## config.mk

```make
export PLATFORM = sky130hd
export DESIGN_NAME = lpps_lane
export DESIGN_NICKNAME = d
export VERILOG_FILES = /design/src/rtl/lpps_pkg.sv /design/src/rtl/lpps_lane.sv
export SDC_FILE = /design/constraint.sdc
export NUM_CORES = 1
export LEC_CHECK = 0
export ABC_AREA = 1
export BUFFER_PORTS_ARGS = -buffer_cell sky130_fd_sc_hd__buf_2
export CORE_MARGIN = 5
export CORE_UTILIZATION = 45
export CTS_CLUSTER_SIZE = 8
export DETAILED_ROUTE_END_ITERATION = 16
export GPL_ROUTABILITY_DRIVEN = 0
export GPL_TIMING_DRIVEN = 0
export SLEW_MARGIN = 20
export SYNTH_ARGS = -nofsm -noshare
export SYNTH_HDL_FRONTEND = slang
export SYNTH_SLANG_ARGS = --single-unit
export TNS_END_PERCENT = 5
```

## constraint.sdc

```tcl
create_clock -name clk -period 14.7 [get_ports clk]
set_clock_uncertainty 0.1 [all_clocks]
set_input_delay 2.205 -clock clk [delete_from_list [all_inputs] [get_ports clk]]
set_output_delay 2.205 -clock clk [all_outputs]
set_load 0.02 [all_outputs]
```

## src/rtl/lpps_pkg.sv

```systemverilog
// ----------------------------------------------------------------------------
// lpps_pkg
// Shared widths, sensor gain table, register indexes and arithmetic limits
// for the line position and steering block.
// ----------------------------------------------------------------------------
package lpps_pkg;

    localparam int SENSOR_COUNT = 5;
    localparam int SAMPLE_W     = 12;
    localparam int GAIN_W       = 13;
    localparam int ROUTE_W      = 8;
    localparam int BYTE_W       = 8;
    localparam int POS_OUT_W    = 15;
    localparam int CFG_DATA_W   = 60;
    localparam int CFG_INDEX_W  = 3;

    // Calibrated sample: gain times signed difference plus the shifted floor.
    localparam int CAL_W  = GAIN_W + SAMPLE_W + 2;
    localparam int SUM_W  = CAL_W + 3;
    localparam int WSUM_W = CAL_W + 7;

    localparam int POS_LIMIT = 34;
    localparam int BYTE_BIAS = 100;
    localparam int RPM_MAX   = 255;
    localparam int RPM_SHIFT = 20;

    // Per-sensor gains in Q1.12, left to right.
    localparam logic [GAIN_W-1:0] SENSOR_GAIN [SENSOR_COUNT] = '{
        13'd4096, 13'd4084, 13'd4076, 13'd4084, 13'd4063
    };

    typedef enum logic [CFG_INDEX_W-1:0] {
        CFG_LINE_THRESHOLD    = 3'd0,
        CFG_CALIBRATED_FLOOR  = 3'd1,
        CFG_SENSOR_OFFSETS    = 3'd2,
        CFG_PROPORTIONAL_GAIN = 3'd3,
        CFG_DERIVATIVE_RATE   = 3'd4,
        CFG_FORWARD_SPEED     = 3'd5,
        CFG_WHEEL_BASE        = 3'd6,
        CFG_WHEEL_RPM_FACTOR  = 3'd7
    } lpps_cfg_index_t;

endpackage

```

## src/rtl/lpps_lane.sv

```systemverilog
// ----------------------------------------------------------------------------
// lpps_lane
// One sensor lane: line detection and offset, gain and floor calibration.
// ----------------------------------------------------------------------------
module lpps_lane
    import lpps_pkg::*;
(
    input  logic                    clk,
    input  logic                    en,
    input  logic [SAMPLE_W-1:0]     sample,
    input  logic [SAMPLE_W-1:0]     offset,
    input  logic [SAMPLE_W-1:0]     threshold,
    input  logic [SAMPLE_W-1:0]     cal_floor,
    input  logic [GAIN_W-1:0]       gain,
    output logic signed [CAL_W-1:0] cal,
    output logic                    on_line
);

    logic signed [SAMPLE_W:0]  diff;
    logic signed [CAL_W-1:0]   prod;
    logic signed [CAL_W-1:0]   floor_q12;

    assign diff      = $signed({1'b0, sample}) - $signed({1'b0, offset});
    assign prod      = $signed({1'b0, gain}) * diff;
    assign floor_q12 = $signed({{(CAL_W - SAMPLE_W - 12){1'b0}}, cal_floor, 12'd0});

    always_ff @(posedge clk)
    begin
        if (en)
        begin
            cal     <= prod + floor_q12;
            on_line <= (sample > threshold);
        end
    end

endmodule

```

Word-level counts from Yosys, hierarchy flattened
Cells that the tools add are included.
{ "totals": {"ff_bits": 28, "in_bits": 63, "output_inout_bits": 28, "elab_cells": 6} }
{ "op_classes": {"addsub": 2, "mul": 1, "order_cmp": 1} }
{ "op_table": {"columns": ["op", "count"], "rows": [
  ["27-bit by 25-bit adder with 27-bit output", 1],
  ["14-bit by 13-bit multiplier with 27-bit output", 1],
  ["12-bit by 12-bit subtractor with 13-bit output", 1],
  ["12-bit greater-than comparator", 1]
]} }

Longest topological paths before layout
{ "logic_depth": {"word_depth": 3, "mapped_depth": 33, "mapped_depth_nobuf": 33} }

Worst setup path before layout
OpenSTA, ideal clock, no wires.
{ "synth_timing": {"kind": "input to register", "start": "input sample[0]", "end": "register cal[23] (data pin)", "setup_time_ps": 252, "arrival_ps": 7565, "required_ps": 14348, "slack_ps": 6783, "path_stages": 26, "n_path_buf": 1, "path_cell_list": "inv_1 > ha_1 > fa_1 > nor2_1 > or2_4 > or2_1 > nand2_2 > inv_2 > buf_12 > nand2_2 > fa_1 > fa_1 > inv_1 > fa_1 > fa_1 > fa_1 > fa_1 > ha_1 > nand2_1 > inv_1 > a21oi_1 > nand3_1 > nand2_1 > nand2_1 > nand2_1 > nand2_1"} }
{ "synth_via": {"elab_chain_len": 3} }
{ "synth_rtl": {"columns": ["item", "line_no", "rtl"], "rows": [
  ["from (decl)", "lpps_lane.sv:10", "input logic [SAMPLE_W-1:0] sample,"],
  ["12-bit by 12-bit subtractor with 13-bit output", "lpps_lane.sv:23", "assign diff = $signed({1'b0, sample}) - $signed({1'b0, offset});"],
  ["14-bit by 13-bit multiplier with 27-bit output", "lpps_lane.sv:24", "assign prod = $signed({1'b0, gain}) * diff;"],
  ["27-bit by 25-bit adder with 27-bit output", "lpps_lane.sv:31", "cal <= prod + floor_q12;"],
  ["to (signal assigned)", "lpps_lane.sv:31", null],
  ["to (decl)", "lpps_lane.sv:15", "output logic signed [CAL_W-1:0] cal,"]
]} }
Every way passes these cells.
A chain may end at the register's enable or synchronous reset.

Worst setup path after layout
{ "layout_timing": {"start": "input offset[5]", "end": "register cal[22] (data pin)"} }
{ "layout_via": {"elab_chain_len": 3} }
{ "layout_rtl": {"columns": ["item", "line_no", "rtl"], "rows": [
  ["from (decl)", "lpps_lane.sv:11", "input logic [SAMPLE_W-1:0] offset,"],
  ["12-bit by 12-bit subtractor with 13-bit output", "lpps_lane.sv:23", null],
  ["14-bit by 13-bit multiplier with 27-bit output", "lpps_lane.sv:24", null],
  ["27-bit by 25-bit adder with 27-bit output", "lpps_lane.sv:31", null]
]} }
Every way passes these cells.

==> summary.txt <==
Placed design
  – IO buf count: 85
  – Pre-CTS setup slack: 6.00 ns
  – Dpl hpwl: roughly 18 mm

Drt
  – Drt wl/cell: 14.3 um
  – Initial DRT Pass Iterations: 5
  – Routed length on met3: 1.22 mm
  – DRC: 0
  – DR WL met2: 9.12 mm
  – Met1 wire length: about 8.8 mm
  – DR vias/cell: 4.91
  – Total wire length: 19.5 mm
  – Routed vias: roughly 6.7k
  – Max layer used: met4
  – DR iter-0 viols: between 300 and 400
  – Post-route ant nets: 0

Logic synthesis
  – Most used DFF post-synth: edfxtp_1
  – Flops & latches, synth: 28
  – Seq/Total Area, Yosys: between 10 and 15%
  – Syn_nets: 1,363
  – Synth Area per Inst: 7.88 um^2
  – Gate Count Post-Synth: 1,053
  – Ys async rst share: 0%
  – Cell Area, Synth: 8300 um^2
  – Warnings, synthesis: 0
  – Yosys cell types: 37
  – Post-synth EDFFs: 28

Layout
  – Final core occ: 50.4%
  – Antenna Cells: 0
  – # fillers: 1,839
  – Share of post-route cells with drive strength above 1: between 10% and 20%
  – Post-layout net count: 1,453
  – Layout area overhead: 9.85%

Global route
  – First-pass GRT wire length: 32.1 mm
  – Initial antenna violation count: 0
  – Pin count of the biggest net entering global routing: 29
  – Overflow after GRT: 0
  – Vias in the first global route: approximately 6.6k
  – Gr usage total: 18.5%

Floorplanning
  – Die H: 146 um
  – I/O Pins: 91
  – Chip width: 146 um
  – Core area: around 18,000 um^2
  – Die area: 21,300 um^2
  – Initial core utilization: 45.9%
  – Row cnt: roughly 50

Min path
  – Hold Crit Class: input port to flip-flop

Clock tree
  – Total setup buffers inserted after CTS: 0
  – Root Buffer: clkbuf_16
  – Clk buf depth: 2
  – CTS Hold Bufs: 0
  – Clk sink count: 28
  – CTS Buf Count: 3
  – CTS tree: yes
  – CTS clock-pin slew for the worst setup and hold paths: 0.07 ns
  – Post-cts sizing count: 0
  – H-tree depth: 1

Timing
  – Relative slew slack: 55.7%
  – Setup tns final: 0 ns
  – Final min period: 8.45 ns
  – Final period utilization: 57.5%
  – Endpoints failing hold: 0
  – Setup WS post-layout: 6.25 ns
  – RSZ-0062 raised after global routing: no
  – Max Transition Viols Final: 0
  – Hold Slack: 2.31 ns
  – Final Setup Violations: 0
  – Worst Max-Slew Pin Slew: roughly 0.67 ns
  – Fmax: approximately 120 MHz

Critical path
  – Largest stage delay, worst path: 0.53 ns
  – Top delay family on crit path: adder cells
  – Slowest-stage cell, CP: fa_1
  – Buffers and inverters on the worst path: 5
  – CP endpoint kind: flip-flop
  – WS Path Type: input port to flip-flop
  – CP Max Fanout: 10
  – Worst EP arrival: 8.38 ns
  – Startpoint Class: input port
  – CP Data Required Time: 14.63 ns

Status
  – Status: finished, final reports clean

Job
  – Max_cap viols: 0
metal layers:
metal / global-route usage (%) / up-vias
li1: - / 3338
met1: 25.6 / 3201
met2: 30.1 / 167
met3: 3.43 / 31
met4: 4.27 / 0
met5: 0 / -
area by class of cell:
cell class	instances	area [um^2]	share of cell area (%)
multi-input combinational	746	6360	69.8
timing repair buffer	85	425	4.67
tap	229	287	3.14
buffer	21	123	1.35
inverter	258	968	10.6
clock inverter	1	30.0	0.329
sequential	28	841	9.23
clock buffer	3	75.1	0.824
registers in the layout, indices dropped and copies added, names as in the netlist:
| name | count |
|---|---|
| cal | 27 |
| on_line | 1 |
metrics by stage:
step | area (um^2) | cells
after floorplan | 8300 | 1053
after global placement | 9010 | 1367
after detailed placement | 9010 | 1367
after CTS | 9110 | 1371
after global routing | 9110 | 1371
final | 9110 | 1371
cell usage after synthesis (4+ instances only):
master	count	area, um^2
nand4_1	8	50.1
nand2_4	6	67.6
nand2_2	11	68.8
edfxtp_1	28	841
o21bai_1	4	30.0
inv_2	4	15.0
xor2_1	9	78.8
inv_1	253	950
nor2_1	106	398
a21oi_1	23	115
fa_1	134	2680
nor3_1	4	20.0
ha_1	113	1410
clkbuf_1	14	52.6
nor2_2	5	31.3
nand2_1	235	882
nand3_1	60	300
xnor2_1	5	43.8
path summary, 6_finish.rpt:
path      start           endpoint  slack [ns]  depth (start not counted)
max   offset[5]  cal[22]$_DFFE_PP_        6.25                         25
min   offset[0]   cal[0]$_DFFE_PP_        2.31                          3
cell families after synthesis:
group / count (synthesis) / synth area share, %
simple gates: 450 / 23.5
buf+inv: 279 / 13.2
fa+ha+maj: 247 / 49.4
compound gates: 35 / 2.38
flops: 28 / 10.1
xor+xnor: 14 / 1.48
cells in the final DEF, fill, tap and decap left out, types with 3 or more instances in the layout:
cell         n
nand4_1      8
nand2_1    235
nand3b_1     3
nor2_2       5
nor2_1     106
nand3_1     60
a21oi_1     23
fa_1       134
xor2_1       9
clkbuf_1    14
edfxtp_1    28
o21ai_0      3
inv_1      253
clkbuf_16    3
nand2_2     11
buf_2       88
nor3_1       4
o21bai_1     4
xnor2_1      5
nand2_4      6
inv_2        4
nor2_4       3
ha_1       113
worst min-delay path, stage by stage:
cell and delay, ns:
buf_2 0.08, ha_1 0.17, nor2_1 0.06
Power is not shown: default switching activity piles up to over one toggle a cycle in this logic, so the estimate is an artifact.
