File: config.mk
export PLATFORM = sky130hd
export DESIGN_NAME = lpps_div
export DESIGN_NICKNAME = d
export VERILOG_FILES = /design/src/rtl/lpps_pkg.sv /design/src/rtl/lpps_div.sv
export SDC_FILE = /design/constraint.sdc
export NUM_CORES = 1
export LEC_CHECK = 0
export BUFFER_PORTS_ARGS = -buffer_cell sky130_fd_sc_hd__buf_2
export CORE_ASPECT_RATIO = 2
export CORE_MARGIN = 5
export CORE_UTILIZATION = 55
export DETAILED_ROUTE_END_ITERATION = 12
export GPL_TIMING_DRIVEN = 0
export PLACE_DENSITY = 0.79
export SETUP_SLACK_MARGIN = 0.4
export SLEW_MARGIN = 0
export SYNTH_ARGS = -nofsm -noshare
export SYNTH_HDL_FRONTEND = slang
export SYNTH_SLANG_ARGS = --single-unit
export TNS_END_PERCENT = 100
File: constraint.sdc
create_clock -name clk -period 3.1 [get_ports clk]
set_clock_uncertainty 0.15 [all_clocks]
set_input_delay 0.62 -clock clk [delete_from_list [all_inputs] [get_ports clk]]
set_output_delay 0.62 -clock clk [all_outputs]
set_load 0.005 [all_outputs]
File: src/rtl/lpps_pkg.sv
// ----------------------------------------------------------------------------
// lpps_pkg
// Shared widths, sensor gain table, register indexes and arithmetic limits
// for the line position and steering block.
// ----------------------------------------------------------------------------
package lpps_pkg;

    localparam int SENSOR_COUNT = 5;
    localparam int SAMPLE_W     = 12;
    localparam int GAIN_W       = 13;
    localparam int ROUTE_W      = 8;
    localparam int BYTE_W       = 8;
    localparam int POS_OUT_W    = 15;
    localparam int CFG_DATA_W   = 60;
    localparam int CFG_INDEX_W  = 3;

    // Calibrated sample: gain times signed difference plus the shifted floor.
    localparam int CAL_W  = GAIN_W + SAMPLE_W + 2;
    localparam int SUM_W  = CAL_W + 3;
    localparam int WSUM_W = CAL_W + 7;

    localparam int POS_LIMIT = 34;
    localparam int BYTE_BIAS = 100;
    localparam int RPM_MAX   = 255;
    localparam int RPM_SHIFT = 20;

    // Per-sensor gains in Q1.12, left to right.
    localparam logic [GAIN_W-1:0] SENSOR_GAIN [SENSOR_COUNT] = '{
        13'd4096, 13'd4084, 13'd4076, 13'd4084, 13'd4063
    };

    typedef enum logic [CFG_INDEX_W-1:0] {
        CFG_LINE_THRESHOLD    = 3'd0,
        CFG_CALIBRATED_FLOOR  = 3'd1,
        CFG_SENSOR_OFFSETS    = 3'd2,
        CFG_PROPORTIONAL_GAIN = 3'd3,
        CFG_DERIVATIVE_RATE   = 3'd4,
        CFG_FORWARD_SPEED     = 3'd5,
        CFG_WHEEL_BASE        = 3'd6,
        CFG_WHEEL_RPM_FACTOR  = 3'd7
    } lpps_cfg_index_t;

endpackage

File: src/rtl/lpps_div.sv
// ----------------------------------------------------------------------------
// lpps_div
// Restoring divider, one quotient bit per cycle, for a quotient that is
// known to stay below 2^QUO_W.
// ----------------------------------------------------------------------------
module lpps_div
    import lpps_pkg::*;
#(
    parameter  int FRAC_BITS = 8,
    localparam int QUO_W     = FRAC_BITS + 6,
    localparam int NUM_W     = WSUM_W - 1 + FRAC_BITS,
    localparam int DEN_W     = SUM_W - 1
)
(
    input  logic             clk,
    input  logic             rst_n,
    input  logic             start,
    input  logic [NUM_W-1:0] num,
    input  logic [DEN_W-1:0] den,
    output logic             done,
    output logic [QUO_W-1:0] quotient
);

    localparam int REM_W = DEN_W + 1;
    localparam int CNT_W = $clog2(QUO_W + 1);

    logic [REM_W-1:0] rem_reg;
    logic [QUO_W-1:0] low_reg;
    logic [QUO_W-1:0] quo_reg;
    logic [CNT_W-1:0] cnt_reg;
    logic             busy_reg;
    logic             done_reg;
    logic [REM_W-1:0] shifted;
    logic [REM_W:0]   trial;

    assign shifted = {rem_reg[REM_W-2:0], low_reg[QUO_W-1]};
    assign trial   = {1'b0, shifted} - {2'b00, den};

    always_ff @(posedge clk or negedge rst_n)
    begin
        if (!rst_n)
        begin
            busy_reg <= 1'b0;
            done_reg <= 1'b0;
            cnt_reg  <= '0;
        end
        else
        begin
            done_reg <= busy_reg && (cnt_reg == CNT_W'(1));
            if (start)
            begin
                busy_reg <= 1'b1;
                cnt_reg  <= CNT_W'(QUO_W);
            end
            else if (busy_reg)
            begin
                cnt_reg <= cnt_reg - CNT_W'(1);
                if (cnt_reg == CNT_W'(1))
                begin
                    busy_reg <= 1'b0;
                end
            end
        end
    end

    // The high part of the numerator is below the divisor whenever the
    // quotient is used, so only QUO_W steps are needed.
    always_ff @(posedge clk)
    begin
        if (start)
        begin
            rem_reg <= REM_W'(num >> QUO_W);
            low_reg <= num[QUO_W-1:0];
        end
        else if (busy_reg)
        begin
            low_reg <= {low_reg[QUO_W-2:0], 1'b0};
            if (!trial[REM_W])
            begin
                rem_reg <= trial[REM_W-1:0];
                quo_reg <= {quo_reg[QUO_W-2:0], 1'b1};
            end
            else
            begin
                rem_reg <= shifted;
                quo_reg <= {quo_reg[QUO_W-2:0], 1'b0};
            end
        end
    end

    assign done     = done_reg;
    assign quotient = quo_reg;

endmodule

; Word level (Yosys, flattened, before mapping)
; Index checks and enable logic that the tools add are counted.
[word_totals]
latch_bits = 0
regBits = 63
romBits = 0
ram_bits = 0
mem_count = 0
[classes]
muxes = 11
addsub = 2
reduce_logical = 3
n_eq_ne = 1
shifts = 0
bitwise = 1
n_mul = 0
order_cmp = 0
n_div = 0
[op_table]
columns = op, n
row1 = $mux 27, 2
row2 = $sub 30x29->31, 1
row3 = $mux 29, 1
row4 = $mux 14, 2
row5 = $mux 4, 2
row6 = $eq 4x1->1 const B, 1
row7 = $mux 1, 4
row8 = $sub 4x1->4 const B, 1
row9 = $reduce_and 2->1, 1
row10 = $reduce_bool 2->1, 1
row11 = $logic_and 1x1->1, 1
row12 = $not 1->1, 1

; Depth between registers and ports, before layout
[depth]
word_depth = 4
mapped_depth = 14
ltp_nobuf = 12

; Worst setup path before layout
; Ideal clock, no wire load.
[synth_timing]
path_kind = in2reg
from = in den[2]
to = reg rem_reg[22], data pin
setup_slack_ns = -0.011
n_path_buf = 2
stages = 12
arrival_ns = 2.700
t_required_ns = 2.689
cell_sequence = inv_1 -> ha_1 -> nor2b_4 -> o21ba_1 -> o211a_1 -> o21a_1 -> o31ai_2 -> o21a_1 -> buf_4 -> buf_6 -> nor2_2 -> a221o_1
[synth_between]
elab_chain_len = 4
[synth_lines]
columns = element, line_no
row1 = "start, declared", lpps_div.sv:19  ; input logic [DEN_W-1:0] den,
row2 = $sub 30x29->31, lpps_div.sv:37  ; assign trial = {1'b0, shifted} - {2'b00, den};
row3 = $mux 29, lpps_div.sv:78  ; if (!trial[REM_W])
row4 = $mux 27, lpps_div.sv:75  ; else if (busy_reg)
row5 = $mux 27, lpps_div.sv:70  ; if (start)
row6 = "end signal, assigned", lpps_div.sv:72  ; rem_reg <= REM_W'(num >> QUO_W);
row7 = "end signal, assigned", lpps_div.sv:80  ; rem_reg <= trial[REM_W-1:0];
row8 = "end signal, assigned", lpps_div.sv:85  ; rem_reg <= shifted;
row9 = "end, declared", lpps_div.sv:27  ; logic [REM_W-1:0] rem_reg;
; Every way passes these cells. The select of a mux whose other input is x is not followed.
; A chain may end at the register's enable or synchronous reset.

; Final worst setup path
[layout_timing]
from = reg low_reg[13]
to = reg rem_reg[0], data pin
[layout_between]
elab_chain_len = 4
[layout_lines]
columns = element, line_no
row1 = "start, declared", lpps_div.sv:28  ; logic [QUO_W-1:0] low_reg;
row2 = "start signal, assigned", lpps_div.sv:73  ; low_reg <= num[QUO_W-1:0];
row3 = "start signal, assigned", lpps_div.sv:77  ; low_reg <= {low_reg[QUO_W-2:0], 1'b0};
row4 = $sub 30x29->31, lpps_div.sv:37
row5 = $mux 29 (*), lpps_div.sv:78
row6 = $mux 27 (*), lpps_div.sv:75
row7 = $mux 27 (*), lpps_div.sv:70
; Every way passes the cells marked *; elsewhere a longest branch is shown, timed or not. The select of a mux whose other input is x is not followed.

==> flow_summary.ini <==
[run_status]
outcome = completed

[sta]
relSlewSlack_pct = 30.2
hold_slack_ps = 299
hold_viol = 0
rsz0062_at_grt = true
post-route-period-util_pct = 98.7
fin_crit_ps = 3060
tightest_slew_ps = 1050
max_clock_freq_mhz = 327
drv_slew = 0
setup_viol = 0
final.setup.tns_ps = 0

[synthesis]
synth_sequential_area_ratio_pct = 41.9
syn_inst = 460
synth_seq_cells = 63
syn_nets = 565
dominantRegCellSynth = edfxtp_1
synth_edf_count = 55
yosys_warnings = 0
synth_cell_types = 62
async_reset_ff_share_pct = 9.52
syn_avg_cell_area_um2 = 9.55
synth_area_um2 = 4390

[clock_network]
htreeDepth = 3
clock_sinks = 63
cts_root_buffer = clkbuf_16
path_clk_slew_ps = 60
clkLatencyLatePin_ps = 340
cts_max_path_buffers = 2
cts_buffers = 9
cts_tree = built

[die]
num_rows = 46
die-area_um2 = 9990
die_h_um = 136
start_util_pct = 55.7
placeableCoreArea_um2 = 7890
pin_count = 88
dieWidth_um = 73.2

[placement]
port_buffers = 87
gp_congestion = 0.901
dp_hpwl_mm = 9.54
dp_cells = 643

[grt]
grt_first_pass_wirelength_mm = 21.4
grt.total_usage_pct = 28.6
grt_start_max_net_pins = 43
grt_overflow_total = 0
antenna_found_initial = 0
grt_pass1_vias = 4417

[finish]
syn2layout_area_growth_pct = 39.4
final_cells = 683
largest_register_ffs = 29
layout_commonest_cell = buf_2
final_nets = 687
drive_gt1_share_pct = 39.0
antenna_cells = 0
final_cell_mix = buf_2 (89), edfxtp_1 (55), nand2_1 (43)

[critical_path]
r2r_setup_slack_ps = 40
required_ps = 3030
reg2reg_to = rem_reg[0]
cp_data_arrival_time_ps = 2990
path_class = reg2reg
start_kind = flop
r2r_cells = 14
cp_max_fo = 7
endpoint_kind = flop
cp-endpoint = rem_reg[0]
r2r_start = low_reg[13]
startpoint = low_reg[13]

[routing]
avgViaCountPerCell = 6.13
vias = 4189
wl_per_cell_um = 20.8
drt_iter0_markers = 309
dr.pass1.iters = 7
finalWirelength_mm = 14.2
drt_drc_violations_left = 0
postRouteAntennaNets = 0

[power_and_ir_drop]
power_mw = 6.46
ir_worst_vdd_uv = 738
pwr-share-clk_pct = 17.6
switching_share_pct = 40.7
power_frac_comb_pct = 60.7
powerDensity_nw_per_um2 = 1060
p_int_mw = 3.84
p_seq_share_pct = 21.7
leakage_nw = 2.62
power.switching_mw = 2.63

[hold_path]
worstHoldPathType = reg2reg

[flow_run]
cap_violations = 0
-- per-layer routing --
metal  vias to the layer above  global-route usage (%)  routed length [um]  part of all wire, %
li1                       1921                       -                   -                    -
met1                      2018                    28.2                4560                   32
met2                       180                    52.2                7950                   56
met3                        70                    5.40                 811                  5.7
met4                         0                    18.6                 852                  6.0
met5                         -                       0                   0                    0
-- power by group through the flow --
stage / clock (mW) / sequential [mW] / combinational, mW
3_3_place_gp: 0 / 1.38 / 2.57
2_1_floorplan: 0 / 1.34 / 2.02
4_1_cts: 1.14 / 1.38 / 3.45
6_report: 1.14 / 1.40 / 3.93
3_5_place_dp: 0 / 1.39 / 2.62
5_1_grt: 1.19 / 1.42 / 4.17
-- cells by family (layout without fill, tap and decap cells) --
group	count (synthesis)	in the layout	share of synthesized area [%]
and+or+nand+nor	135	135	14.8
AOI/OAI and AO/OA	133	133	19.9
DFF	63	63	41.9
buffers and inverters	59	186	5.78
adders and majority gates	32	32	9.28
xor gates and xnor gates	24	24	4.78
muxes	14	14	3.56
-- worst min path at each step --
stage,startpoint,end,depth (start not counted)
after floorplan,rst_n,busy_reg,0
after global placement,quotient[4],quotient[5],0
after detailed placement,quotient[8],quotient[9],0
after CTS,quotient[8],quotient[9],0
after global routing,quotient[3],quotient[4],0
final,quotient[8],quotient[9],0
-- stage by stage --
stage                     util [%]  worst slack (ps)  cell area, um2
after global routing          77.7            -0.246            6120
after global placement        64.7              -337            5100
final                         77.7              41.4            6120
after CTS                     74.6              78.0            5880
after floorplan                  -               117            4540
after detailed placement      64.7              -363            5100
-- Yosys cell counts (all sizes together) (8+ instances only) --
library cell / count / area (um2)
a21o: 8 / 60.1
a21oi: 52 / 272
buf: 11 / 73.8
clkbuf: 9 / 33.8
edfxtp: 55 / 1650
ha: 31 / 388
inv: 39 / 146
mux2: 13 / 146
nand2: 49 / 184
nor2: 31 / 119
nor3: 10 / 50.1
o21ai: 24 / 120
xnor2: 18 / 158
-- what timing repair did --
action                     CTS  global route
resized for setup           56            45
gates cloned                 4             1
pin swaps                   28            15
hold endpoints to repair     6             0
setup endpoints to repair   30            30
buffers inserted            13             5
hold buffers                 1             0
-- worst max-delay path, cell delays in order (launching register included) --
cell      delay, ps
edfxtp_1        380
inv_2            90
ha_4            140
fa_2            240
nor2b_4          60
o21ba_4         220
o211a_1         230
o21a_4          220
o31ai_4         210
o21a_1          180
buf_6           150
buf_8           130
buf_12          130
nor2_1           50
o22a_1          200
-- layout make-up --
type | instances | area (um2)
Buffer | 20 | 156
Sequential cell | 63 | 1840
Inverter | 39 | 159
Clock buffer | 10 | 239
Tap cell | 96 | 120
Fill cell | 514 | 1760
Clock inverter | 6 | 92.6
Timing Repair Buffer | 111 | 761
Multi-Input combinational cell | 338 | 2760
Note: power is estimated with default switching activity, not from simulation.
