===== src/rtl/lpps_pkg.sv =====
// ----------------------------------------------------------------------------
// lpps_pkg
// Shared widths, sensor gain table, register indexes and arithmetic limits
// for the line position and steering block.
// ----------------------------------------------------------------------------
package lpps_pkg;

    localparam int SENSOR_COUNT = 5;
    localparam int SAMPLE_W     = 12;
    localparam int GAIN_W       = 13;
    localparam int ROUTE_W      = 8;
    localparam int BYTE_W       = 8;
    localparam int POS_OUT_W    = 15;
    localparam int CFG_DATA_W   = 60;
    localparam int CFG_INDEX_W  = 3;

    // Calibrated sample: gain times signed difference plus the shifted floor.
    localparam int CAL_W  = GAIN_W + SAMPLE_W + 2;
    localparam int SUM_W  = CAL_W + 3;
    localparam int WSUM_W = CAL_W + 7;

    localparam int POS_LIMIT = 34;
    localparam int BYTE_BIAS = 100;
    localparam int RPM_MAX   = 255;
    localparam int RPM_SHIFT = 20;

    // Per-sensor gains in Q1.12, left to right.
    localparam logic [GAIN_W-1:0] SENSOR_GAIN [SENSOR_COUNT] = '{
        13'd4096, 13'd4084, 13'd4076, 13'd4084, 13'd4063
    };

    typedef enum logic [CFG_INDEX_W-1:0] {
        CFG_LINE_THRESHOLD    = 3'd0,
        CFG_CALIBRATED_FLOOR  = 3'd1,
        CFG_SENSOR_OFFSETS    = 3'd2,
        CFG_PROPORTIONAL_GAIN = 3'd3,
        CFG_DERIVATIVE_RATE   = 3'd4,
        CFG_FORWARD_SPEED     = 3'd5,
        CFG_WHEEL_BASE        = 3'd6,
        CFG_WHEEL_RPM_FACTOR  = 3'd7
    } lpps_cfg_index_t;

endpackage


===== src/rtl/lpps_merge.sv =====
// ----------------------------------------------------------------------------
// lpps_merge
// Combines the lane results into the sum and the weighted centroid sum.
// ----------------------------------------------------------------------------
module lpps_merge
    import lpps_pkg::*;
(
    input  logic                     clk,
    input  logic                     en,
    input  logic signed [CAL_W-1:0]  cal [SENSOR_COUNT],
    output logic signed [SUM_W-1:0]  sum,
    output logic signed [WSUM_W-1:0] weighted
);

    logic signed [CAL_W:0]    outer_diff;
    logic signed [CAL_W:0]    inner_diff;
    logic signed [WSUM_W-1:0] outer_ext;
    logic signed [WSUM_W-1:0] inner_ext;
    logic signed [SUM_W-1:0]  sum_c;

    // Weights are -34, -17, 0, 17, 34, so the outer and inner pairs fold.
    assign outer_diff = (CAL_W + 1)'(cal[4]) - (CAL_W + 1)'(cal[0]);
    assign inner_diff = (CAL_W + 1)'(cal[3]) - (CAL_W + 1)'(cal[1]);
    assign outer_ext  = WSUM_W'(outer_diff);
    assign inner_ext  = WSUM_W'(inner_diff);

    always_comb
    begin
        sum_c = '0;
        for (int k = 0; k < SENSOR_COUNT; k++)
        begin
            sum_c = sum_c + SUM_W'(cal[k]);
        end
    end

    always_ff @(posedge clk)
    begin
        if (en)
        begin
            sum      <= sum_c;
            weighted <= (outer_ext <<< 5) + (outer_ext <<< 1)
                      + (inner_ext <<< 4) + inner_ext;
        end
    end

endmodule


===== config.mk =====
export PLATFORM = sky130hd
export DESIGN_NAME = lpps_merge
export DESIGN_NICKNAME = d
export VERILOG_FILES = /design/src/rtl/lpps_pkg.sv /design/src/rtl/lpps_merge.sv
export SDC_FILE = /design/constraint.sdc
export NUM_CORES = 1
export LEC_CHECK = 0
export BUFFER_PORTS_ARGS = -buffer_cell sky130_fd_sc_hd__buf_4
export CORE_MARGIN = 2
export CORE_UTILIZATION = 40
export DETAILED_ROUTE_END_ITERATION = 12
export PLACE_DENSITY = 0.71
export SETUP_SLACK_MARGIN = 0.3
export SYNTH_ARGS = -nofsm -noshare
export SYNTH_HDL_FRONTEND = slang
export SYNTH_SLANG_ARGS = --single-unit
export TNS_END_PERCENT = 10

===== constraint.sdc =====
create_clock -name clk -period 18.8 [get_ports clk]
set_input_delay 3.76 -clock clk [delete_from_list [all_inputs] [get_ports clk]]
set_output_delay 3.76 -clock clk [all_outputs]
set_load 0.01 [all_outputs]

After elaboration in Yosys (flattened, before gate mapping) --
Index checks and enable logic that the tools add are counted.
Storage, ports and cells: logic and storage cells 11, input bits 137, output and inout bits 64, register bits after elaboration 64
Operators by class: add/subtract/negate cells 9
Operators with widths (number):
- 27-bit by 27-bit subtractor with 28-bit output | 2
- 33-bit by 29-bit adder with 34-bit output | 1
- 34-bit by 28-bit adder with 34-bit output | 1
- 34-bit by 32-bit adder with 34-bit output | 1
- 29-bit by 27-bit adder with 30-bit output | 1
- 30-bit by 27-bit adder with 30-bit output | 1
- 28-bit by 27-bit adder with 29-bit output | 1
- 27-bit by 27-bit adder with 28-bit output | 1

Logic depth before layout (Yosys ltp) --
Gate-level depths: netlist (run 1).
word-level depth 4, mapped depth 27, mapped depth without buffers 27

Worst setup path after synthesis (run 1) --
OpenSTA, ideal clock, no wires.
path kind input to register, start point in cal[82] (netlist name), end point reg weighted[30] (data pin), required time 18.540 ns, cell stages on the path 24, library setup time 0.260 ns, setup slack 9.822 ns, path buffers 0, arrival 8.718 ns, cells stage by stage inv_1 ha_1 nor2b_1 o31a_1 o41ai_1 o22ai_1 or2_1 a31oi_1 o21bai_1 a21oi_1 xor2_1 fa_1 fa_1 inv_1 ha_1 a21o_1 a21o_1 a21o_1 a21oi_1 nand3b_1 a31oi_1 o31ai_1 a31o_1 xor2_1
On the way: longest elaborated chain between the ends 3
Ends and longest elaborated chain:
- from (decl) | line lpps_merge.sv:10 | input logic signed [CAL_W-1:0] cal [SENSOR_COUNT],
- 27-bit by 27-bit subtractor with 28-bit output (*) | line lpps_merge.sv:23 | assign inner_diff = (CAL_W + 1)'(cal[3]) - (CAL_W + 1)'(cal[1]);
- 34-bit by 32-bit adder with 34-bit output | line lpps_merge.sv:42 | + (inner_ext <<< 4) + inner_ext;
- 34-bit by 28-bit adder with 34-bit output (*) | line lpps_merge.sv:42
- to (signal assigned) | line lpps_merge.sv:41 | weighted <= (outer_ext <<< 5) + (outer_ext <<< 1)
- to (decl) | line lpps_merge.sv:12 | output logic signed [WSUM_W-1:0] weighted
Mark *: on every way between the ends. The rest lies on a longest branch, timed or not. A chain may end at the register's enable or synchronous reset.

Worst setup path in the final report (run 1) --
Same ends and word-level chain as after synthesis.

==> reports/results.txt, run 1 <==
status = finished, final reports clean
Multi-input gate area = 8140 um2
Seq. cell area = 1920 um2
Placer Congestion = 0.950
commonest cells in the netlist = inv_1 (162), fa_1 (131), ha_1 (131)
total of max-cap violations = 0
Post-Place Setup Slack = 9.05 ns
fmax = 106 MHz
Worst-Margin Slew = 0.886 ns
Hold Path Depth = 2
core outline area = 26200 um2
Hold Path Class = in -> reg
Req. time, crit path = 18.89 ns
setup TNS = 0 ns
Post-DRT Antenna Nets = 0
WS Path Type = in -> reg
Seq pwr share = 15.2%
Async SR Flop Fraction = 0%
Mapped Avg Cell Area = 9.83 um2
root buffer cell = clkbuf_16
HPWL Detailed = 24100 um
area growth from synthesis to layout = 21.0%
Vias = 8632
post-synth net total = 1489
CTS tree = built
Vias/cell = 5.30
yosys warns = 0
setup ws final = 9.33 ns
CTS Hold Bufs = 0
I/O pins = 201
Mapped Cells = 1090
# nets final = 1689
gr usage total = 20.1%
1st-iter DRT viols = 538
FF+latch count, synth = 64
WL final = 27600 um
peak supply drop = 0.000130 V
minimum clock period = 9.47 ns
PwrDens = 178 nW/um2
critical path startpoint = cal[82]
Post-DP Area = 12600 um2
vias in the first global route = 8795
final setup violation count = 0
area share of the largest cell type after synthesis = 24.5%
unrepaired setup endpoints after global routing = no
Pint = 1.27 mW
initial antenna violation count = 0
Hold Vio Cnt, Final = 0
Max-slew headroom = 39.4%
worst hold path startpoint = cal[108]
largest net degree at the start of global routing = 65
Worst-path clk slew = 0.06 ns
Avg WL per Cell = 17.0 um
Filler Cell Count = 2411
Synth cell types = 63
CP dominant cell by count = a21o_1
slowest CP cell = fa_1
DIE HEIGHT = 168 um
drc violations = 0
Leak = 6.26 nW
sw power = 1.04 mW
slowest stage delay, CP = 0.51 ns
design area = 13000 um2
Mapped Area = 10700 um2
drt first pass iters = 7
Post-CTS Setup Bufs = 0
most common cell in the synthesized netlist = inv_1
clock share of power = 9.3%
gr ovfl total = 0
switching power share of the total = 45.0%
count of pins over their slew limit = 0
ys flop type = edfxtp_1
CTS resizes = 0
Synth area leaders = fa_1 (24%), edfxtp_1 (18%), ha_1 (15%)
TritonCTS buffer count = 9
Tcrit/Tclk final = 50.4%
Worst Path Arrival = 9.56 ns
Post-synth EDFFs = 64
htree depth = 3
clock sink total = 64
initial core utilization = 40.9%
Die Area = 28100 um2
combinational power share = 75.6%
clock buffer depth = 2
die width = 168 um
Seq/Total Area, Yosys = 17.9%
# port buffers = 200
Worst Hold Path EP = sum[0]$_DFFE_PP_
CP Launch Type = input pin
first-pass GRT wire length = 44400 um
diode count = 0
crit path capture type = flip-flop
CP max FO = 6
area leader, netlist = fa_1
layout cell share with drive strength beyond 1 = 17.8%
# rows = 59
-- worst max path at each step --
stage / end / slack (ns) / depth (start not counted)
6_report: weighted[30]$_DFFE_PP_ / 9.33 / 25
5_1_grt: weighted[33]$_DFFE_PP_ / 8.87 / 24
2_1_floorplan: weighted[30]$_DFFE_PP_ / 9.82 / 24
3_5_place_dp: weighted[30]$_DFFE_PP_ / 9.05 / 25
4_1_cts: weighted[30]$_DFFE_PP_ / 9.39 / 25
3_3_place_gp: weighted[33]$_DFFE_PP_ / 9.17 / 24
-- cells by family (layout without fill, tap and decap cells) --
| kind of cell | count (synthesis) | after routing | share of synthesized area [%] |
|---|---|---|---|
| multiplexers | 3 | 3 | 0.280 |
| XOR/XNOR | 109 | 109 | 8.91 |
| buffers and inverters | 174 | 379 | 6.11 |
| AND/OR/NAND/NOR | 181 | 181 | 8.62 |
| AO/OA/AOI/OAI | 297 | 297 | 18.4 |
| adder cells (fa/ha/maj) | 262 | 262 | 39.8 |
| flip-flops | 64 | 64 | 17.9 |
-- sequential cells by signal (all words and copies together) (netlist names) --
name and count:
sum 30, weighted 34
-- area by class of cell --
class / instances / area share [%]
Clock buffer: 9 / 1.74
Clock inverter: 7 / 1.11
Inverter: 163 / 4.72
Multi-Input combinational cell: 852 / 62.8
Sequential cell: 64 / 14.8
Tap cell: 335 / 3.23
Timing Repair Buffer: 200 / 11.6
-- power groups by stage --
| stage | Clock (mW) | Sequential, mW | Combinational [mW] |
|---|---|---|---|
| floorplan | 0 | 0.391 | 1.27 |
| global placement | 0 | 0.355 | 1.71 |
| detailed placement | 0 | 0.353 | 1.74 |
| CTS | 0.218 | 0.351 | 1.76 |
| global route | 0.224 | 0.358 | 1.97 |
| finish | 0.214 | 0.350 | 1.75 |
-- cell usage in the layout, fill, tap and decap left out, types with 14 or more instances in the layout --
cell type and n:
nand3_1 22, o21ai_0 28, buf_4 200, nand2_1 37
xor2_1 45, a21oi_1 88, ha_1 131, nor2b_1 14
nor2_1 42, a21o_1 61, xnor2_1 64, o21ai_1 16
edfxtp_1 64, inv_1 162, fa_1 131
-- stage by stage --
stage                     hold slack (ns)  instances  power, mW  util (%)
after global routing                 3.73       1630       2.55      49.5
after floorplan                      3.87       1090       1.66         -
after CTS                            3.73       1630       2.33      49.5
final                                3.73       1630       2.31      49.5
after global placement               4.10       1614       2.06      48.0
after detailed placement             4.10       1614       2.09      48.0
-- worst max-delay path, delay by kind of cell --
| family | cells | cell delay [ns] |
|---|---|---|
| AO/OA/AOI/OAI | 13 | 2.93 |
| XOR/XNOR | 2 | 0.47 |
| adder cells (fa/ha/maj) | 4 | 1.62 |
| buffers and inverters | 3 | 0.25 |
| AND/OR/NAND/NOR | 3 | 0.53 |
-- layer usage --
layer	share of wire, %	GRT usage (%)	vias to the layer above
met5	0	0	-
met4	2.1	5.29	0
met3	6.5	4.56	44
met2	50	36.0	267
met1	42	24.4	4112
li1	-	-	4209
Note: power is estimated with default switching activity, not from simulation.
==> run 2, diff against run 1 <==
--- a/config.mk
+++ b/config.mk
@@ -5,11 +5,12 @@
 export SDC_FILE = /design/constraint.sdc
 export NUM_CORES = 1
 export LEC_CHECK = 0
+export ABC_AREA = 1
 export BUFFER_PORTS_ARGS = -buffer_cell sky130_fd_sc_hd__buf_4
 export CORE_MARGIN = 2
 export CORE_UTILIZATION = 40
 export DETAILED_ROUTE_END_ITERATION = 12
-export PLACE_DENSITY = 0.71
+export PLACE_DENSITY = 0.72
 export SETUP_SLACK_MARGIN = 0.3
 export SYNTH_ARGS = -nofsm -noshare
 export SYNTH_HDL_FRONTEND = slang
==> constraint.sdc (replaced) <==
create_clock -name clk -period 7.9 [get_ports clk]
set_input_delay 1.58 -clock clk [delete_from_list [all_inputs] [get_ports clk]]
set_output_delay 1.58 -clock clk [all_outputs]
set_load 0.01 [all_outputs]
==> reports/results.txt, run 2 <==
diode count = 0 (unchanged)
fmax = 156 MHz
Post-Route Utilization = 48.6% (-0.84 points)
commonest cells in the netlist = nand2_1 (305), inv_1 (272), fa_1 (131), ha_1 (131), a21oi_1 (115)
FF+latch count, synth = 64 (unchanged)
Largest regs = weighted: 34 flops, sum: 30 flops
Vias/cell = 5.11 (-3.4%)
# port buffers = 200 (unchanged)
CTS Hold Bufs = 0 (unchanged)
clock sink total = 64 (unchanged)
area share of the largest cell type after synthesis = 22.4% (-2.1 points)
slowest CP cell = fa_1
# nets final = 2074 (+23%)
CP Launch Type = input pin
Worst Path Arrival = 6.50 ns (-3.06 ns)
slowest stage delay, CP = 0.56 ns (+0.05 ns)
Avg WL per Cell = 16.6 um (-2.0%)
Buf+Inv Stages, Crit Path = 5 (+2)
ys flop type = edfxtp_1
area growth from synthesis to layout = 19.4%
unrepaired setup endpoints after global routing = no
TritonCTS buffer count = 9 (unchanged)
most flop-heavy register = weighted
drc violations = 0 (unchanged)
setup TNS = 0 ns (unchanged)
clock buffer depth = 2 (unchanged)
layout cell share with drive strength beyond 1 = 15.2% (-2.5 points)
Mapped Cells = 1465 (+34%)
delay-heaviest family, CP = adder cells
Hold Vio Cnt, Final = 0 (unchanged)
peak supply drop = 0.000252 V (+94%)
CTS resizes = 0 (unchanged)
total of max-cap violations = 0 (unchanged)
Hold Path Class = in -> reg
vias in the first global route = 10800 (+22%)
core outline area = 28800 um2 (+9.8%)
die width = 175 um (+4.5%)
initial core utilization = 40.7% (-0.17 points)
area leader, netlist = fa_1
Post-CTS Setup Bufs = 0 (unchanged)
PwrDens = 414 nW/um2 (+130%)
Synth cell types = 41 (-35%)
max FFs per register = 34 (unchanged)
Post-DRT Antenna Nets = 0 (unchanged)
Placer Congestion = 0.985 (+3.8%)
count of pins over their slew limit = 0 (unchanged)
CP dominant cell by count = nand2_1
I/O pins = 201 (unchanged)
HPWL Detailed = 30500 um (+27%)
drt first pass iters = 7 (unchanged)
Post-synth EDFFs = 64 (unchanged)
post-synth net total = 1864 (+25%)
critical path startpoint = cal[27]
DIE HEIGHT = 175 um (+4.5%)
WL final = 34300 um (+24%)
minimum clock period = 6.39 ns
crit path capture type = flip-flop
first-pass GRT wire length = 55800 um (+26%)
1st-iter DRT viols = 745 (+38%)
root buffer cell = clkbuf_16
status = finished, final reports clean
Synth area leaders = fa_1 (22%), edfxtp_1 (16%), ha_1 (14%)
WS Path Type = in -> reg
Max-slew headroom = 39.6% (+0.19 points)
Leak = 7.11 nW (+14%)
gr ovfl total = 0 (unchanged)
Die Area = 30700 um2 (+9.1%)
htree depth = 3 (unchanged)
yosys warns = 0 (unchanged)
CP max FO = 4 (-2)
most common cell after layout, fill and taps aside = nand2_1
final setup violation count = 0 (unchanged)
most common cell in the synthesized netlist = nand2_1
# rows = 62 (+5.1%)
Mapped Avg Cell Area = 8.00 um2 (-19%)
CTS tree = built
commonest cells after routing, fill and taps aside = nand2_1 (305), inv_1 (272), buf_4 (200)
initial antenna violation count = 0 (unchanged)
gr usage total = 23.1% (+3.0 points)
Seq/Total Area, Yosys = 16.4% (-1.5 points)
Worst-path clk slew = 0.06 ns (about the same)
Worst-Margin Slew = 0.906 ns (+0.0201 ns)
Mapped Area = 11700 um2 (+9.4%)
Async SR Flop Fraction = 0% (unchanged)
largest net degree at the start of global routing = 65 (unchanged)
Vias = 10600 (+22%)
Req. time, crit path = 8.01 ns (-10.88 ns)
worst hold path startpoint = cal[108]
Tcrit/Tclk final = 80.9%
run 2: cell count changes after synthesis, moves of 13 or more:
cell      delta
a21o_1      -44
a21oi_1     +27
inv_1      +110
nand2_1    +268
nand2b_1    -13
nand3_1     +28
nor2_1      +65
nor2b_1     -14
o21ai_0     +19
xnor2_1     -29
xor2_1      +17
run 2: cell type report:
cell class | instances | area, um2
fill | 2814 | 14800
multi-input combinational | 1125 | 8760
sequential | 64 | 1920
timing repair buffer | 200 | 1500
inverter | 275 | 1030
tap | 384 | 480
clock buffer | 9 | 225
clock inverter | 6 | 75.1
run 2: path summary, 6_finish.rpt:
check | slack (ns) | endpoint | depth (start not counted)
worst max-delay path | 1.51 | weighted[33]$_DFFE_PP_ | 25
worst min-delay path | 1.56 | sum[0]$_DFFE_PP_ | 2
run 2: cells by family after synthesis:
logic type,synth area share [%]
adders and majority gates,36.4
buffers and inverters,8.85
and+or+nand+nor,19.1
DFF,16.4
AOI/OAI and AO/OA,11.8
xor gates and xnor gates,7.53
run 2: stage by stage:
| step | hold slack, ns | std cells | power (mW) | instance area [um2] | setup WS [ns] |
|---|---|---|---|---|---|
| after detailed placement | 1.90 | 2048 | 5.34 | 13700 | 1.18 |
| after floorplan | 1.69 | 1465 | 4.04 | 11700 | 2.23 |
| after global placement | 1.90 | 2048 | 5.30 | 13700 | 1.15 |
| final | 1.56 | 2063 | 5.79 | 14000 | 1.51 |
| after CTS | 1.55 | 2063 | 5.81 | 14000 | 1.54 |
| after global routing | 1.55 | 2063 | 6.44 | 14000 | 1.15 |
run 2: power by group:
part	internal (mW)	switching (mW)	total (mW)
clock network	0.271	0.166	0.436
registers	0.789	0.0516	0.840
logic	1.76	2.75	4.52
total	2.82	2.97	5.79
run 2: metal layers:
layer / up-vias / wire length, um / GRT usage (%)
met5: - / 0 / 0
li1: 5158 / - / -
met2: 340 / 16600 / 40.3
met4: 0 / 565 / 4.48
met1: 5011 / 14900 / 30.1
met3: 42 / 2200 / 3.92
